## src/design/plre_pkg.sv

```systemverilog
package plre_pkg;

	localparam int SEQ_W      = 32;
	localparam int CNT_W      = 32;
	localparam int PROB_W     = 16;
	localparam int FRAC_W     = 16;
	localparam int CFG_W      = 16;
	localparam int CFG_IDX_W  = 1;

	// interval numerator is 2^FRAC_W + p/2, one bit wider than a fraction
	localparam int DIV_Q_W    = FRAC_W + 1;
	localparam int DIV_STEP_W = $clog2(DIV_Q_W + 1);

	localparam logic [CNT_W-1:0]      CNT_MAX     = '1;
	localparam logic [PROB_W-1:0]     PROB_MAX    = '1;
	localparam logic [DIV_Q_W-1:0]    ONE_Q       = {1'b1, {FRAC_W{1'b0}}};
	localparam logic [DIV_STEP_W-1:0] RATIO_STEPS = DIV_STEP_W'(FRAC_W);
	localparam logic [DIV_STEP_W-1:0] IVL_STEPS   = DIV_STEP_W'(DIV_Q_W);

	localparam logic [CFG_W-1:0] INITIAL_LOSS_RST = 16'd655;
	localparam logic [CFG_W-1:0] MAX_LOSS_RST     = 16'd32768;

	typedef enum logic [CFG_IDX_W-1:0] {
		REG_INITIAL_LOSS = 1'b0,
		REG_MAX_LOSS     = 1'b1
	} cfg_reg_t;

	typedef struct packed {
		logic load;
		logic first;
		logic classify;
		logic accum;
		logic ratio_setup;
		logic take_ratio;
		logic ivl_setup;
		logic take_ivl;
		logic emit;
	} dp_cmd_t;

	typedef struct packed {
		logic need_first;
		logic init_nz;
		logic newer;
		logic gap;
		logic run_hit;
		logic ratio_sat;
		logic prob_zero;
		logic div_done;
		logic out_free;
	} dp_status_t;

endpackage

```

## src/design/plre_div.sv

```systemverilog
module plre_div
	import plre_pkg::*;
(
	input  logic                  clk,
	input  logic                  arst_n,
	input  logic                  go,
	input  logic [CNT_W-1:0]      rem_init,
	input  logic [DIV_Q_W-1:0]    num_bits,
	input  logic [CNT_W-1:0]      den,
	input  logic [DIV_STEP_W-1:0] steps,
	output logic                  done,
	output logic [DIV_Q_W-1:0]    quot
);

	logic                  busy_q;
	logic                  done_q;
	logic [DIV_STEP_W-1:0] cnt_q;
	logic [CNT_W-1:0]      rem_q;
	logic [CNT_W-1:0]      den_q;
	logic [DIV_Q_W-1:0]    feed_q;
	logic [DIV_Q_W-1:0]    quot_q;
	logic [CNT_W:0]        trial;
	logic [CNT_W:0]        diff;
	logic                  fits;

	// restoring division, one quotient bit per cycle; remainder stays below den
	assign trial = {rem_q, feed_q[DIV_Q_W-1]};
	assign diff  = trial - {1'b0, den_q};
	assign fits  = trial >= {1'b0, den_q};

	always_ff @(posedge clk or negedge arst_n) begin
		if (!arst_n) begin
			busy_q <= 1'b0;
			done_q <= 1'b0;
			cnt_q  <= '0;
		end else begin
			done_q <= 1'b0;
			if (go) begin
				busy_q <= 1'b1;
				cnt_q  <= steps;
			end else if (busy_q) begin
				cnt_q <= cnt_q - 1'b1;
				if (cnt_q == DIV_STEP_W'(1)) begin
					busy_q <= 1'b0;
					done_q <= 1'b1;
				end
			end
		end
	end

	always_ff @(posedge clk) begin
		if (go) begin
			rem_q  <= rem_init;
			den_q  <= den;
			feed_q <= num_bits;
			quot_q <= '0;
		end else if (busy_q) begin
			rem_q  <= fits ? diff[CNT_W-1:0] : trial[CNT_W-1:0];
			feed_q <= {feed_q[DIV_Q_W-2:0], 1'b0};
			quot_q <= {quot_q[DIV_Q_W-2:0], fits};
		end
	end

	assign done = done_q;
	assign quot = quot_q;

endmodule

```

## src/design/plre_ctrl.sv

```systemverilog
module plre_ctrl
	import plre_pkg::*;
(
	input  logic       clk,
	input  logic       arst_n,
	input  logic       in_valid,
	output logic       in_ready,
	input  dp_status_t status,
	output dp_cmd_t    cmd
);

	typedef enum logic [10:0] {
		ST_IDLE      = 11'b000_0000_0001,
		ST_FIRST     = 11'b000_0000_0010,
		ST_INIT_DIV  = 11'b000_0000_0100,
		ST_CLASS     = 11'b000_0000_1000,
		ST_ACCUM     = 11'b000_0001_0000,
		ST_CHECK     = 11'b000_0010_0000,
		ST_RATIO     = 11'b000_0100_0000,
		ST_RATIO_DIV = 11'b000_1000_0000,
		ST_IVL       = 11'b001_0000_0000,
		ST_IVL_DIV   = 11'b010_0000_0000,
		ST_OUT       = 11'b100_0000_0000
	} state_t;

	state_t state_q;
	state_t state_d;

	always_ff @(posedge clk or negedge arst_n) begin
		if (!arst_n) begin
			state_q <= ST_IDLE;
		end else begin
			state_q <= state_d;
		end
	end

	assign in_ready = (state_q == ST_IDLE);

	always_comb begin
		cmd     = '0;
		state_d = state_q;
		case (state_q)
			ST_IDLE: begin
				if (in_valid) begin
					cmd.load = 1'b1;
					state_d  = ST_FIRST;
				end
			end
			ST_FIRST: begin
				if (status.need_first) begin
					cmd.first = 1'b1;
					state_d   = status.init_nz ? ST_INIT_DIV : ST_CLASS;
				end else begin
					state_d = ST_CLASS;
				end
			end
			ST_INIT_DIV: begin
				if (status.div_done) begin
					cmd.take_ivl = 1'b1;
					state_d      = ST_CLASS;
				end
			end
			ST_CLASS: begin
				cmd.classify = 1'b1;
				state_d      = status.newer ? ST_ACCUM : ST_OUT;
			end
			ST_ACCUM: begin
				cmd.accum = 1'b1;
				state_d   = status.gap ? ST_RATIO : ST_CHECK;
			end
			ST_CHECK: begin
				state_d = status.run_hit ? ST_RATIO : ST_OUT;
			end
			ST_RATIO: begin
				cmd.ratio_setup = 1'b1;
				if (status.ratio_sat) begin
					state_d = status.gap ? ST_IVL : ST_OUT;
				end else begin
					state_d = ST_RATIO_DIV;
				end
			end
			ST_RATIO_DIV: begin
				if (status.div_done) begin
					cmd.take_ratio = 1'b1;
					state_d        = status.gap ? ST_IVL : ST_OUT;
				end
			end
			ST_IVL: begin
				cmd.ivl_setup = 1'b1;
				state_d       = status.prob_zero ? ST_OUT : ST_IVL_DIV;
			end
			ST_IVL_DIV: begin
				if (status.div_done) begin
					cmd.take_ivl = 1'b1;
					state_d      = ST_OUT;
				end
			end
			ST_OUT: begin
				if (status.out_free) begin
					cmd.emit = 1'b1;
					state_d  = ST_IDLE;
				end
			end
			default: begin
				state_d = ST_IDLE;
			end
		endcase
	end

endmodule

```

## src/design/plre_dp.sv

```systemverilog
module plre_dp
	import plre_pkg::*;
(
	input  logic                 clk,
	input  logic                 arst_n,
	input  logic                 cfg_wr_en,
	input  logic [CFG_IDX_W-1:0] cfg_index,
	input  logic [CFG_W-1:0]     cfg_data,
	input  logic [SEQ_W-1:0]     seq,
	input  dp_cmd_t              cmd,
	output dp_status_t           status,
	output logic                 out_valid,
	input  logic                 out_ready,
	output logic [PROB_W-1:0]    loss_prob,
	output logic                 loss_event,
	output logic                 out_of_order
);

	logic [CFG_W-1:0]  init_loss_q;
	logic [CFG_W-1:0]  max_loss_q;

	logic [SEQ_W-1:0]  seq_q;
	logic [SEQ_W-1:0]  last_seq_q;
	logic [SEQ_W-1:0]  d_q;
	logic              started_q;
	logic              gap_q;
	logic              ooo_q;
	logic [CNT_W-1:0]  total_q;
	logic [CNT_W-1:0]  lost_q;
	logic [CNT_W-1:0]  run_q;
	logic [CNT_W-1:0]  ivl_q;
	logic [PROB_W-1:0] prob_q;

	logic              out_valid_q;
	logic [PROB_W-1:0] out_prob_q;
	logic              out_gap_q;
	logic              out_ooo_q;

	logic [SEQ_W-1:0]  d_c;
	logic              older_c;
	logic              newer_c;
	logic [CNT_W:0]    sum_td;
	logic              halve_c;
	logic [CNT_W:0]    lost_add;
	logic [CNT_W:0]    total_add;
	logic [CNT_W:0]    run_add;
	logic [CNT_W-1:0]  lost_next;
	logic [CNT_W-1:0]  total_next;
	logic [CNT_W-1:0]  run_next;
	logic [CNT_W-1:0]  lost_p1;
	logic [CNT_W-1:0]  total_p1;
	logic [CNT_W-1:0]  num_c;
	logic [CNT_W-1:0]  den_c;
	logic              ratio_sat;
	logic              prob_zero;
	logic              init_nz;

	logic [PROB_W-1:0]     ivl_src;
	logic                  div_go;
	logic [CNT_W-1:0]      div_rem;
	logic [DIV_Q_W-1:0]    div_bits;
	logic [CNT_W-1:0]      div_den;
	logic [DIV_STEP_W-1:0] div_steps;
	logic                  div_done;
	logic [DIV_Q_W-1:0]    div_quot;
	logic [PROB_W-1:0]     quot_p;
	logic [PROB_W-1:0]     quot_clamped;

	// modular distance to the last in-order number; top bit set means older
	assign d_c     = seq_q - last_seq_q;
	assign older_c = d_c[SEQ_W-1];
	assign newer_c = (d_c != '0) && !older_c;
	assign sum_td  = {1'b0, total_q} + {1'b0, d_c};
	assign halve_c = sum_td >= {1'b0, CNT_MAX};

	assign lost_add   = {1'b0, lost_q} + {1'b0, d_q} - {{CNT_W{1'b0}}, 1'b1};
	assign total_add  = {1'b0, total_q} + {1'b0, d_q};
	assign run_add    = {1'b0, run_q} + {{CNT_W{1'b0}}, 1'b1};
	assign lost_next  = lost_add[CNT_W] ? CNT_MAX : lost_add[CNT_W-1:0];
	assign total_next = total_add[CNT_W] ? CNT_MAX : total_add[CNT_W-1:0];
	assign run_next   = run_add[CNT_W] ? CNT_MAX : run_add[CNT_W-1:0];

	assign lost_p1   = (lost_q == CNT_MAX) ? CNT_MAX : lost_q + 1'b1;
	assign total_p1  = (total_q == CNT_MAX) ? CNT_MAX : total_q + 1'b1;
	// total is at least 2 after a gap, so total-1 is never zero
	assign num_c     = gap_q ? lost_q : lost_p1;
	assign den_c     = gap_q ? (total_q - 1'b1) : total_p1;
	assign ratio_sat = num_c >= den_c;
	assign prob_zero = (prob_q == '0);
	assign init_nz   = (init_loss_q != '0);

	assign ivl_src   = cmd.first ? init_loss_q : prob_q;
	assign div_go    = (cmd.first && init_nz) || (cmd.ratio_setup && !ratio_sat)
	                   || (cmd.ivl_setup && !prob_zero);
	assign div_rem   = cmd.ratio_setup ? num_c : '0;
	assign div_bits  = cmd.ratio_setup ? '0
	                   : ONE_Q + DIV_Q_W'({1'b0, ivl_src[PROB_W-1:1]});
	assign div_den   = cmd.ratio_setup ? den_c : CNT_W'(ivl_src);
	assign div_steps = cmd.ratio_setup ? RATIO_STEPS : IVL_STEPS;

	assign quot_p       = div_quot[PROB_W-1:0];
	assign quot_clamped = (quot_p > max_loss_q) ? max_loss_q : quot_p;

	plre_div u_div (
		.clk      (clk),
		.arst_n   (arst_n),
		.go       (div_go),
		.rem_init (div_rem),
		.num_bits (div_bits),
		.den      (div_den),
		.steps    (div_steps),
		.done     (div_done),
		.quot     (div_quot)
	);

	always_ff @(posedge clk or negedge arst_n) begin
		if (!arst_n) begin
			init_loss_q <= INITIAL_LOSS_RST;
			max_loss_q  <= MAX_LOSS_RST;
		end else if (cfg_wr_en) begin
			case (cfg_index)
				REG_INITIAL_LOSS: init_loss_q <= cfg_data;
				REG_MAX_LOSS:     max_loss_q  <= cfg_data;
				default: ;
			endcase
		end
	end

	always_ff @(posedge clk or negedge arst_n) begin
		if (!arst_n) begin
			started_q  <= 1'b0;
			last_seq_q <= '0;
			total_q    <= '0;
			lost_q     <= '0;
			run_q      <= '0;
			ivl_q      <= '0;
			prob_q     <= '0;
		end else begin
			if (cmd.first) begin
				started_q  <= 1'b1;
				prob_q     <= init_loss_q;
				ivl_q      <= '0;
				last_seq_q <= seq_q - 1'b1;
			end
			if (cmd.classify) begin
				if (older_c && (lost_q != '0)) begin
					lost_q <= lost_q - 1'b1;
				end
				if (newer_c) begin
					last_seq_q <= seq_q;
					if (halve_c) begin
						total_q <= total_q >> 1;
						lost_q  <= lost_q >> 1;
					end
				end
			end
			if (cmd.accum) begin
				lost_q  <= lost_next;
				total_q <= total_next;
				run_q   <= gap_q ? CNT_W'(1) : run_next;
			end
			if (cmd.ratio_setup && ratio_sat) begin
				prob_q <= gap_q ? PROB_MAX : max_loss_q;
			end
			if (cmd.take_ratio) begin
				prob_q <= gap_q ? quot_p : quot_clamped;
			end
			if (cmd.ivl_setup && prob_zero) begin
				ivl_q <= '0;
			end
			if (cmd.take_ivl) begin
				ivl_q <= CNT_W'(div_quot);
			end
		end
	end

	always_ff @(posedge clk) begin
		if (cmd.load) begin
			seq_q <= seq;
			gap_q <= 1'b0;
			ooo_q <= 1'b0;
		end
		if (cmd.classify) begin
			ooo_q <= older_c;
			if (newer_c) begin
				d_q   <= d_c;
				gap_q <= (d_c != SEQ_W'(1));
			end
		end
	end

	always_ff @(posedge clk or negedge arst_n) begin
		if (!arst_n) begin
			out_valid_q <= 1'b0;
		end else if (cmd.emit) begin
			out_valid_q <= 1'b1;
		end else if (out_ready) begin
			out_valid_q <= 1'b0;
		end
	end

	always_ff @(posedge clk) begin
		if (cmd.emit) begin
			out_prob_q <= prob_q;
			out_gap_q  <= gap_q;
			out_ooo_q  <= ooo_q;
		end
	end

	assign status.need_first = !started_q;
	assign status.init_nz    = init_nz;
	assign status.newer      = newer_c;
	assign status.gap        = gap_q;
	assign status.run_hit    = run_q >= ivl_q;
	assign status.ratio_sat  = ratio_sat;
	assign status.prob_zero  = prob_zero;
	assign status.div_done   = div_done;
	assign status.out_free   = !out_valid_q || out_ready;

	assign out_valid    = out_valid_q;
	assign loss_prob    = out_prob_q;
	assign loss_event   = out_gap_q;
	assign out_of_order = out_ooo_q;

endmodule

```

## src/design/packet_loss_rate_estimator_core.sv

```systemverilog
// channel   direction  handshake          payload
// s_*       in         s_tvalid/s_tready  s_tdata[31:0] = seq
// m_*       out        m_tvalid/m_tready  m_tdata[15:0] = loss_prob, m_tuser = flags
// cfg_*     in         cfg_wr_en          cfg_index selects register, cfg_data value
//
// one beat in flight; a duplicate or older number needs no division, an in-order one divides
// for the ratio only on a run hit, a gap for the ratio and then the interval (one-bit-per-cycle
// divider); the first beat also divides for its interval unless initial_loss is zero
// arst_n clears all estimator state and loads the register defaults
// s_tready is high only between beats; a waiting result stays in the output register while
// the next beat is taken in, and m_tready low stalls only a second result
module packet_loss_rate_estimator_core
	import plre_pkg::*;
(
	input  logic                 clk,
	input  logic                 arst_n,
	input  logic                 s_tvalid,
	output logic                 s_tready,
	input  logic [SEQ_W-1:0]     s_tdata,   // [31:0] seq
	output logic                 m_tvalid,
	input  logic                 m_tready,
	output logic [PROB_W-1:0]    m_tdata,   // [15:0] loss_prob
	output logic [1:0]           m_tuser,   // [0] loss_event, [1] out_of_order
	input  logic                 cfg_wr_en,
	input  logic [CFG_IDX_W-1:0] cfg_index,
	input  logic [CFG_W-1:0]     cfg_data
);

	dp_cmd_t    cmd;
	dp_status_t status;
	logic       loss_event;
	logic       out_of_order;

	plre_ctrl u_ctrl (
		.clk      (clk),
		.arst_n   (arst_n),
		.in_valid (s_tvalid),
		.in_ready (s_tready),
		.status   (status),
		.cmd      (cmd)
	);

	plre_dp u_dp (
		.clk          (clk),
		.arst_n       (arst_n),
		.cfg_wr_en    (cfg_wr_en),
		.cfg_index    (cfg_index),
		.cfg_data     (cfg_data),
		.seq          (s_tdata),
		.cmd          (cmd),
		.status       (status),
		.out_valid    (m_tvalid),
		.out_ready    (m_tready),
		.loss_prob    (m_tdata),
		.loss_event   (loss_event),
		.out_of_order (out_of_order)
	);

	assign m_tuser = {out_of_order, loss_event};

`ifndef SYNTHESIS
	a_one_in_flight: assert property (@(posedge clk) disable iff (!arst_n)
		s_tvalid && s_tready |=> !s_tready)
		else $error("input taken while a beat is still in work");

	a_flags_exclusive: assert property (@(posedge clk) disable iff (!arst_n)
		m_tvalid |-> !(m_tuser[0] && m_tuser[1]))
		else $error("gap and out-of-order flagged on one result");

	a_div_done_taken: assert property (@(posedge clk) disable iff (!arst_n)
		status.div_done |-> (cmd.take_ivl || cmd.take_ratio))
		else $error("divider result not consumed");

	a_emit_slot_free: assert property (@(posedge clk) disable iff (!arst_n)
		cmd.emit |=> m_tvalid)
		else $error("result lost at output register");
`endif

endmodule

```

## config.mk

```make
export PLATFORM = sky130hd
export DESIGN_NAME = packet_loss_rate_estimator_core
export DESIGN_NICKNAME = d
export VERILOG_FILES = /design/src/design/plre_pkg.sv /design/src/design/plre_div.sv /design/src/design/plre_ctrl.sv /design/src/design/plre_dp.sv /design/src/design/packet_loss_rate_estimator_core.sv
export SDC_FILE = /design/constraint.sdc
export NUM_CORES = 1
export LEC_CHECK = 0
export BUFFER_PORTS_ARGS = -buffer_cell sky130_fd_sc_hd__buf_2
export CAP_MARGIN = 25
export CORE_UTILIZATION = 60
export DETAILED_ROUTE_END_ITERATION = 8
export PLACE_DENSITY = 0.77
export RECOVER_POWER = 50
export SYNTH_ARGS = -nofsm -noshare
export SYNTH_HDL_FRONTEND = slang
export SYNTH_SLANG_ARGS = --single-unit
```

## constraint.sdc

```tcl
create_clock -name clk -period 15.4 [get_ports clk]
set_input_delay 0.77 -clock clk [delete_from_list [all_inputs] [get_ports clk]]
set_output_delay 0.77 -clock clk [all_outputs]
set_load 0.005 [all_outputs]
```

# Word level (Yosys, flattened, before mapping)
# Index checks and enable logic that the tools add are counted.
[totals]
output_inout_bits = 20
inputBits = 54
regBits = 410
[classes]
eq_ne = 20
bitwise = 1
reduce_logical = 31
mux = 80
add_sub_neg = 14
magnitude_cmp = 5
[op_table]
columns = ["op", "count"]
rows = [
  ["$mux W32", 27],
  ["$mux W11", 11],
  ["$pmux W11 S11", 1],
  ["$mux W16", 7],
  ["$add A32 B32 Y33", 3],
  ["$sub A32 B1 Y32 const B", 3],
  ["$add A32 B1 Y32 const B", 2],
  ["$eq A32 B32 Y1 const B", 2],
  ["$ge A32 B32 Y1", 2],
  ["$reduce_bool A32 Y1", 2],
  ["$sub A32 B32 Y32", 2],
  ["$mux W17", 3],
  ["$add A32 B1 Y33 const B", 1],
  ["$ge A33 B32 Y1", 1],
  ["$ge A33 B32 Y1 const B", 1],
  ["$sub A33 B1 Y33 const B", 1],
  ["$ne A32 B1 Y1 const B", 1],
  ["$mux W1", 27],
  ["$add A17 B15 Y17 const A", 1],
  ["$gt A16 B16 Y1", 1],
  ["$logic_not A16 Y1", 1],
  ["$reduce_bool A16 Y1", 1],
  ["$reduce_bool A2 Y1", 6],
  ["$eq A11 B1 Y1 const B", 1],
  ["26 further kinds", 43],
]

# Logic depth before layout (Yosys ltp)
[depth]
word_depth = 9
mapped_depth = 27

# Hierarchy
# A second synthesis with hierarchy kept.
[unflattened]
cells_unflattened = 3770
area_unflattened_um2 = 32513.7
[modules_own_cells]
columns = ["mod", "area_per_inst_um2", "n_inst", "cells_per_inst"]
rows = [
  ["plre_dp", 25494.5, 1, 3097],
  ["plre_div", 6123.4, 1, 572],
  ["plre_ctrl", 880.8, 1, 99],
  ["packet_loss_rate_estimator_core", 15.0, 1, 2],
]

# Worst setup path after synthesis
# Ideal clock, no wire load.
[synth_timing]
path_type = "reg-to-reg"
from = "register u_dp.total_q[0]"
to = "register u_dp.u_div.rem_q[19], data pin"
required_time_ps = 15086
stages_incl_launch_ff = 28
arrival_time_ps = 6654
path_slack_ps = 8432
path_cell_list = "dfrtp_1 ha_1 nand3_1 nor2_1 and3_1 and3_1 nand4_1 nor2_1 nand2_1 o21ai_1 clkbuf_1 clkbuf_1 o22ai_1 ha_1 a21o_1 a21o_1 a21o_1 a21o_1 a21o_1 a21o_1 a221o_1 a21oi_1 o21ai_1 or2_1 and3_1 inv_1 clkbuf_1 o21ai_0"
[synth_via]
elab_chain_len = 9
elab_cells_between_ends = 11
[synth_rtl]
columns = ["element", "line", "source"]
rows = [
  ["start, declared", "plre_dp.sv:28", "logic [CNT_W-1:0] total_q;"],
  ["start signal, assigned", "plre_dp.sv:152", "total_q <= total_q >> 1;"],
  ["start signal, assigned", "plre_dp.sv:159", "total_q <= total_next;"],
  ["$add A32 B1 Y32 or $eq A32 B32 Y1 (tied branches)", "plre_dp.sv:84", "assign total_p1 = (total_q == CNT_MAX) ? CNT_MAX : total_q + 1'b1;"],
  ["$mux W32", "plre_dp.sv:84", ""],
  ["$mux W32 (*)", "plre_dp.sv:87", "assign den_c = gap_q ? (total_q - 1'b1) : total_p1;"],
  ["$ge A32 B32 Y1 (*)", "plre_dp.sv:88", "assign ratio_sat = num_c >= den_c;"],
  ["$logic_not A1 Y1 (*)", "plre_dp.sv:93", "assign div_go = (cmd.first && init_nz) || (cmd.ratio_setup && !ratio_sat)"],
  ["$logic_and A1 B1 Y1 (*)", "plre_dp.sv:93", ""],
  ["$logic_or A1 B1 Y1 (*)", "plre_dp.sv:93", ""],
  ["$logic_or A1 B1 Y1 (*)", "plre_dp.sv:94", "|| (cmd.ivl_setup && !prob_zero);"],
  ["$mux W32 (*)", "plre_div.sv:52", "if (go) begin"],
  ["end signal, assigned", "plre_div.sv:53", "rem_q <= rem_init;"],
  ["end signal, assigned", "plre_div.sv:58", "rem_q <= fits ? diff[CNT_W-1:0] : trial[CNT_W-1:0];"],
  ["end, declared", "plre_div.sv:18", "logic [CNT_W-1:0] rem_q;"],
]
# Mark *: on every way between the ends. The rest lies on a longest branch, timed or not.
# A chain may end at the register's enable or synchronous reset.

# Worst setup path after layout
[layout_timing]
from = "register u_dp.seq_q[0]"
to = "register u_dp.lost_q[2]"
[layout_via]
elab_chain_len = 7
elab_cells_between_ends = 12
[layout_rtl]
columns = ["element", "line", "source"]
rows = [
  ["start, declared", "plre_dp.sv:22", "logic [SEQ_W-1:0] seq_q;"],
  ["start signal, assigned", "plre_dp.sv:179", "seq_q <= seq;"],
  ["$sub A32 B32 Y32 (*)", "plre_dp.sv:70", "assign d_c = seq_q - last_seq_q;"],
  ["via u_dp.d_c[24]", "plre_dp.sv:39", "logic [SEQ_W-1:0] d_c;"],
  ["$add A32 B32 Y33", "plre_dp.sv:73", "assign sum_td = {1'b0, total_q} + {1'b0, d_c};"],
  ["$ge A33 B32 Y1", "plre_dp.sv:74", "assign halve_c = sum_td >= {1'b0, CNT_MAX};"],
  ["$mux W32", "plre_dp.sv:151", "if (halve_c) begin"],
  ["$mux W32 (*)", "plre_dp.sv:149", "if (newer_c) begin"],
  ["$mux W32 (*)", "plre_dp.sv:145", "if (cmd.classify) begin"],
  ["$mux W32 (*)", "plre_dp.sv:157", "if (cmd.accum) begin"],
  ["end signal, assigned", "plre_dp.sv:147", "lost_q <= lost_q - 1'b1;"],
  ["end signal, assigned", "plre_dp.sv:153", "lost_q <= lost_q >> 1;"],
  ["end signal, assigned", "plre_dp.sv:158", "lost_q <= lost_next;"],
  ["end, declared", "plre_dp.sv:29", "logic [CNT_W-1:0] lost_q;"],
]
# Mark *: on every way through the listed nets, which the timed path passes. The rest lies on a longest branch. The select of a mux whose other input is x is not followed.

==> results.yml <==
run_status:
  run_status: "complete, but fails checks"
  violations: "DRC, capacitance limit, slew limit"
critical_path:
  worstSetupPathType: "reg2reg"
  critPathArrivalTime_ns: 8.04
  worstPathRequired_ns: 15.87
  r2r_start: "u_dp.seq_q[0]"
  cp-start-kind: "flop"
  crit_fanout: 19
  crit_slowest_cell: "o21ai_2"
  cp-end-kind: "flop"
  cpPeakStageDelay_ns: 0.67
  cp_cell_sequence: "inv_1 > ha_1 > fa_1 > nor2b_1 > o31a_1 > o221ai_1 > a31oi_1 > a41oi_1 > a32oi_1 > xor2_1 > ha_1 > a21oi_2 > o21ai_1 > a221o_1 > or4_1 > or4b_1 > nor4_1 > nand4_1 > o21ai_2 > nand2_4 > a31o_1 > a221o_1"
  reg2reg_depth: 22
  r2r_slack_ns: 7.83
  r2r_end: "u_dp.lost_q[2]"
detailed_routing:
  dr_wl_met2_um: 43100
  vias_per_cell: 6.55
  wl_met1_um: 40300
  ant_nets: 0
  drc: 5
  first_pass_iters: 9
  top_layer_used: "met5"
  first_iter_violations: 3219
  routed_wirelength_um: 96300
  wire_per_inst_um: 21.1
  met3_length_um: 7740
  vias: 29934
pwr:
  power.switching_mw: 3.58
  power.share.switching_pct: 48.9
  p_seq_share_pct: 23.2
  combPwrFrac_pct: 61.0
  intPower_mw: 3.75
  p_clk_share_pct: 15.8
  leakage_nw: 14.9
  vdd_drop_max_v: 0.000186
  p_total_mw: 7.33
  powerDensity_mw_per_mm2: 211
clock_tree:
  tritoncts: "built"
  clockBufferDepth: 3
  htree_num_levels: 2
  cts_hold_buf: 0
  cts.sinks: 395
  insertion_delay_ns: 0.60
  cts_resized: 0
  post-cts-setup-buffers: 0
  clockRootBuffer: "clkbuf_16"
  clk_pin_slew_worst_paths_ns: 0.06
  cts_buffers: 45
cells_and_area:
  areaGrowthSynthToFinish_pct: 7.53
  multi_input_area_mm2: 0.0198
  n_fill_cell: 4405
  final_cells: 4569
  drive_above_1_share_pct: 7.47
  design_area_mm2: 0.0347
  final-seq-area_mm2: 0.0106
  final_util_pct: 65.6
  fin_nets: 4170
yosys:
  yosysUniqueCellTypes: 103
  synth_top_family_by_area: "compound AO/OA/AOI/OAI gates"
  synth_ff_type: "dfrtp_1"
  synth_common_cells: "nand2_1 (374), a21oi_1 (341), inv_1 (291), nor2_1 (286), o21ai_0 (269)"
  postSynthCellCount: 3873
  muxShareOfSynthArea_pct: 3.53
  synth_adder_area_share_pct: 10.7
  syn_nets: 4200
  seq_area_frac_synth_pct: 32.9
  ys_ff_latch: 395
  synth_compound_area_share_pct: 22.3
  netlist_area_mm2: 0.0323
  synth_top_area_share_pct: 15.9
  yosysMostFrequentCell: "nand2_1"
  synth_top_area_cell: "dfrtp_1"
  synth-simple-area-share_pct: 19.9
  async_flop_share_pct: 53.9
  ys_top_cells_by_area: "dfrtp_1 (16%), edfxtp_1 (15%), ha_1 (10%)"
  avgSynthCellArea_um2: 8.33
  synth_xor_area_share_pct: 4.64
  yosysWarnings: 0
  synth-edff-count: 164
timing:
  min_period_ns: 7.57
  slew_headroom_pct: -199
  slew_viol_final: 277
  rsz0062_at_grt: "no"
  final-hold-violation-count: 0
  fin_hold_ws_ns: 0.346
  skew_ns: 0.0345
  setup-violations-final: 0
  worst_pin_slew_ns: 4.48
  max_freq_mhz: 132
  setup_ws_ns: 7.83
  fin_setup_tns_ns: 0
  fin_crit_sh_pct: 49.1
floorplan:
  dieArea_mm2: 0.0547
  start_util_pct: 61.0
  rows: 84
  io_pins: 74
  core_area_mm2: 0.0529
  dieWidth_um: 234
  die_h_um: 234
global_route:
  grt_pass1_vias: 27718
  antenna_found_initial: 2
  grt-ovfl-total: 0
  grt_pass1_wl_um: 151000
  grt_max_degree: 83
  grt_usage_pct: 34.9
flow_run:
  cap_violations: 6
placed_design:
  dp_slack_ns: 8.06
  dp_cells: 4480
  routabilityCongestion: 1.01
  io_buffers: 73
  hpwl_um: 72300
  post_dp_cell_area_mm2: 0.0331
min_path:
  hold_end: "u_dp.seq_q[29]"
  min_path_cells: 1
  hp-start: "s_tdata[29]"
  min_path_type: "in2reg"
worst max-delay path by stage:
stage,startpoint,to,slack (ns),cells past startpoint
final,u_dp.seq_q[0],u_dp.lost_q[2],7.83,22
after global routing,arst_n,u_dp.init_loss_q[15],6.45,4
after CTS,u_dp.seq_q[0],u_dp.total_q[6],8.01,22
after detailed placement,u_dp.seq_q[0],u_dp.lost_q[2],8.06,22
after global placement,u_dp.seq_q[0],u_dp.lost_q[2],8.22,22
after floorplan,u_dp.total_q[0],u_dp.u_div.rem_q[19],8.43,27
per-layer routing:
layer / track usage [%] / vias up
met5: 0 / -
li1: - / 14160
met3: 4.77 / 258
met1: 46.9 / 14131
met4: 18.1 / 2
met2: 54.7 / 1383
cell type report:
cell class | count | share of cell area (%)
antenna | 1 | 0.00721
clock inverter | 30 | 1.12
clock buffer | 54 | 3.46
inverter | 293 | 3.17
timing repair buffer | 118 | 2.07
tap | 688 | 2.48
sequential | 395 | 30.6
multi-input combinational | 2990 | 57.1
flip-flops by register name (all words and copies together), names as in the netlist, 16 cells and up:
register	cells
u_dp.max_loss_q	16
u_dp.u_div.quot	17
u_dp.prob_q	16
u_dp.run_q	32
u_dp.u_div.feed_q	17
u_dp.u_div.den_q	32
u_dp.u_div.rem_q	32
u_dp.seq_q	32
u_dp.last_seq_q	32
u_dp.d_q	32
u_dp.total_q	32
u_dp.loss_prob	16
u_dp.ivl_q	17
u_dp.lost_q	32
u_dp.init_loss_q	16
cell families after synthesis:
group                    count (synthesis)
flip-flops                             395
adder cells (fa/ha/maj)                273
buffers and inverters                  488
multiplexers                           107
AND/OR/NAND/NOR                       1298
XOR/XNOR                               171
AO/OA/AOI/OAI                         1141
power groups by stage:
stage / clock [mW] / sequential (mW) / combinational, mW
4_1_cts: 1.16 / 1.69 / 4.37
3_5_place_dp: 0 / 1.71 / 4.34
5_1_grt: 1.20 / 1.73 / 4.88
3_3_place_gp: 0 / 1.70 / 4.28
2_1_floorplan: 0 / 1.60 / 3.25
6_report: 1.16 / 1.70 / 4.47
cell usage in the layout, fill, tap and decap left out, types with 40 or more instances in the layout:
cell type  instances
a21o_1            77
a21oi_1          341
a31oi_1           42
and3_1            40
buf_2             54
clkbuf_16         46
dfrtp_1          205
edfxtp_1         164
ha_1             268
inv_1            289
mux2_2            51
mux2i_1           53
nand2_1          374
nand3_1          130
nand4_1           48
nor2_1           284
nor3_1           115
nor4_1            57
o21a_1            40
o21ai_0          270
o22ai_1           59
xnor2_1          123
xor2_1            48
worst max-delay path, delay by kind of cell, from the launching register on:
| family | cells | cell delay [ns] |
|---|---|---|
| flops | 1 | 0.40 |
| fa+ha+maj | 3 | 1.12 |
| compound gates | 11 | 3.39 |
| buf+inv | 1 | 0.08 |
| xor+xnor | 1 | 0.36 |
| simple gates | 6 | 2.09 |
Power figures use the tool's default switching activity.
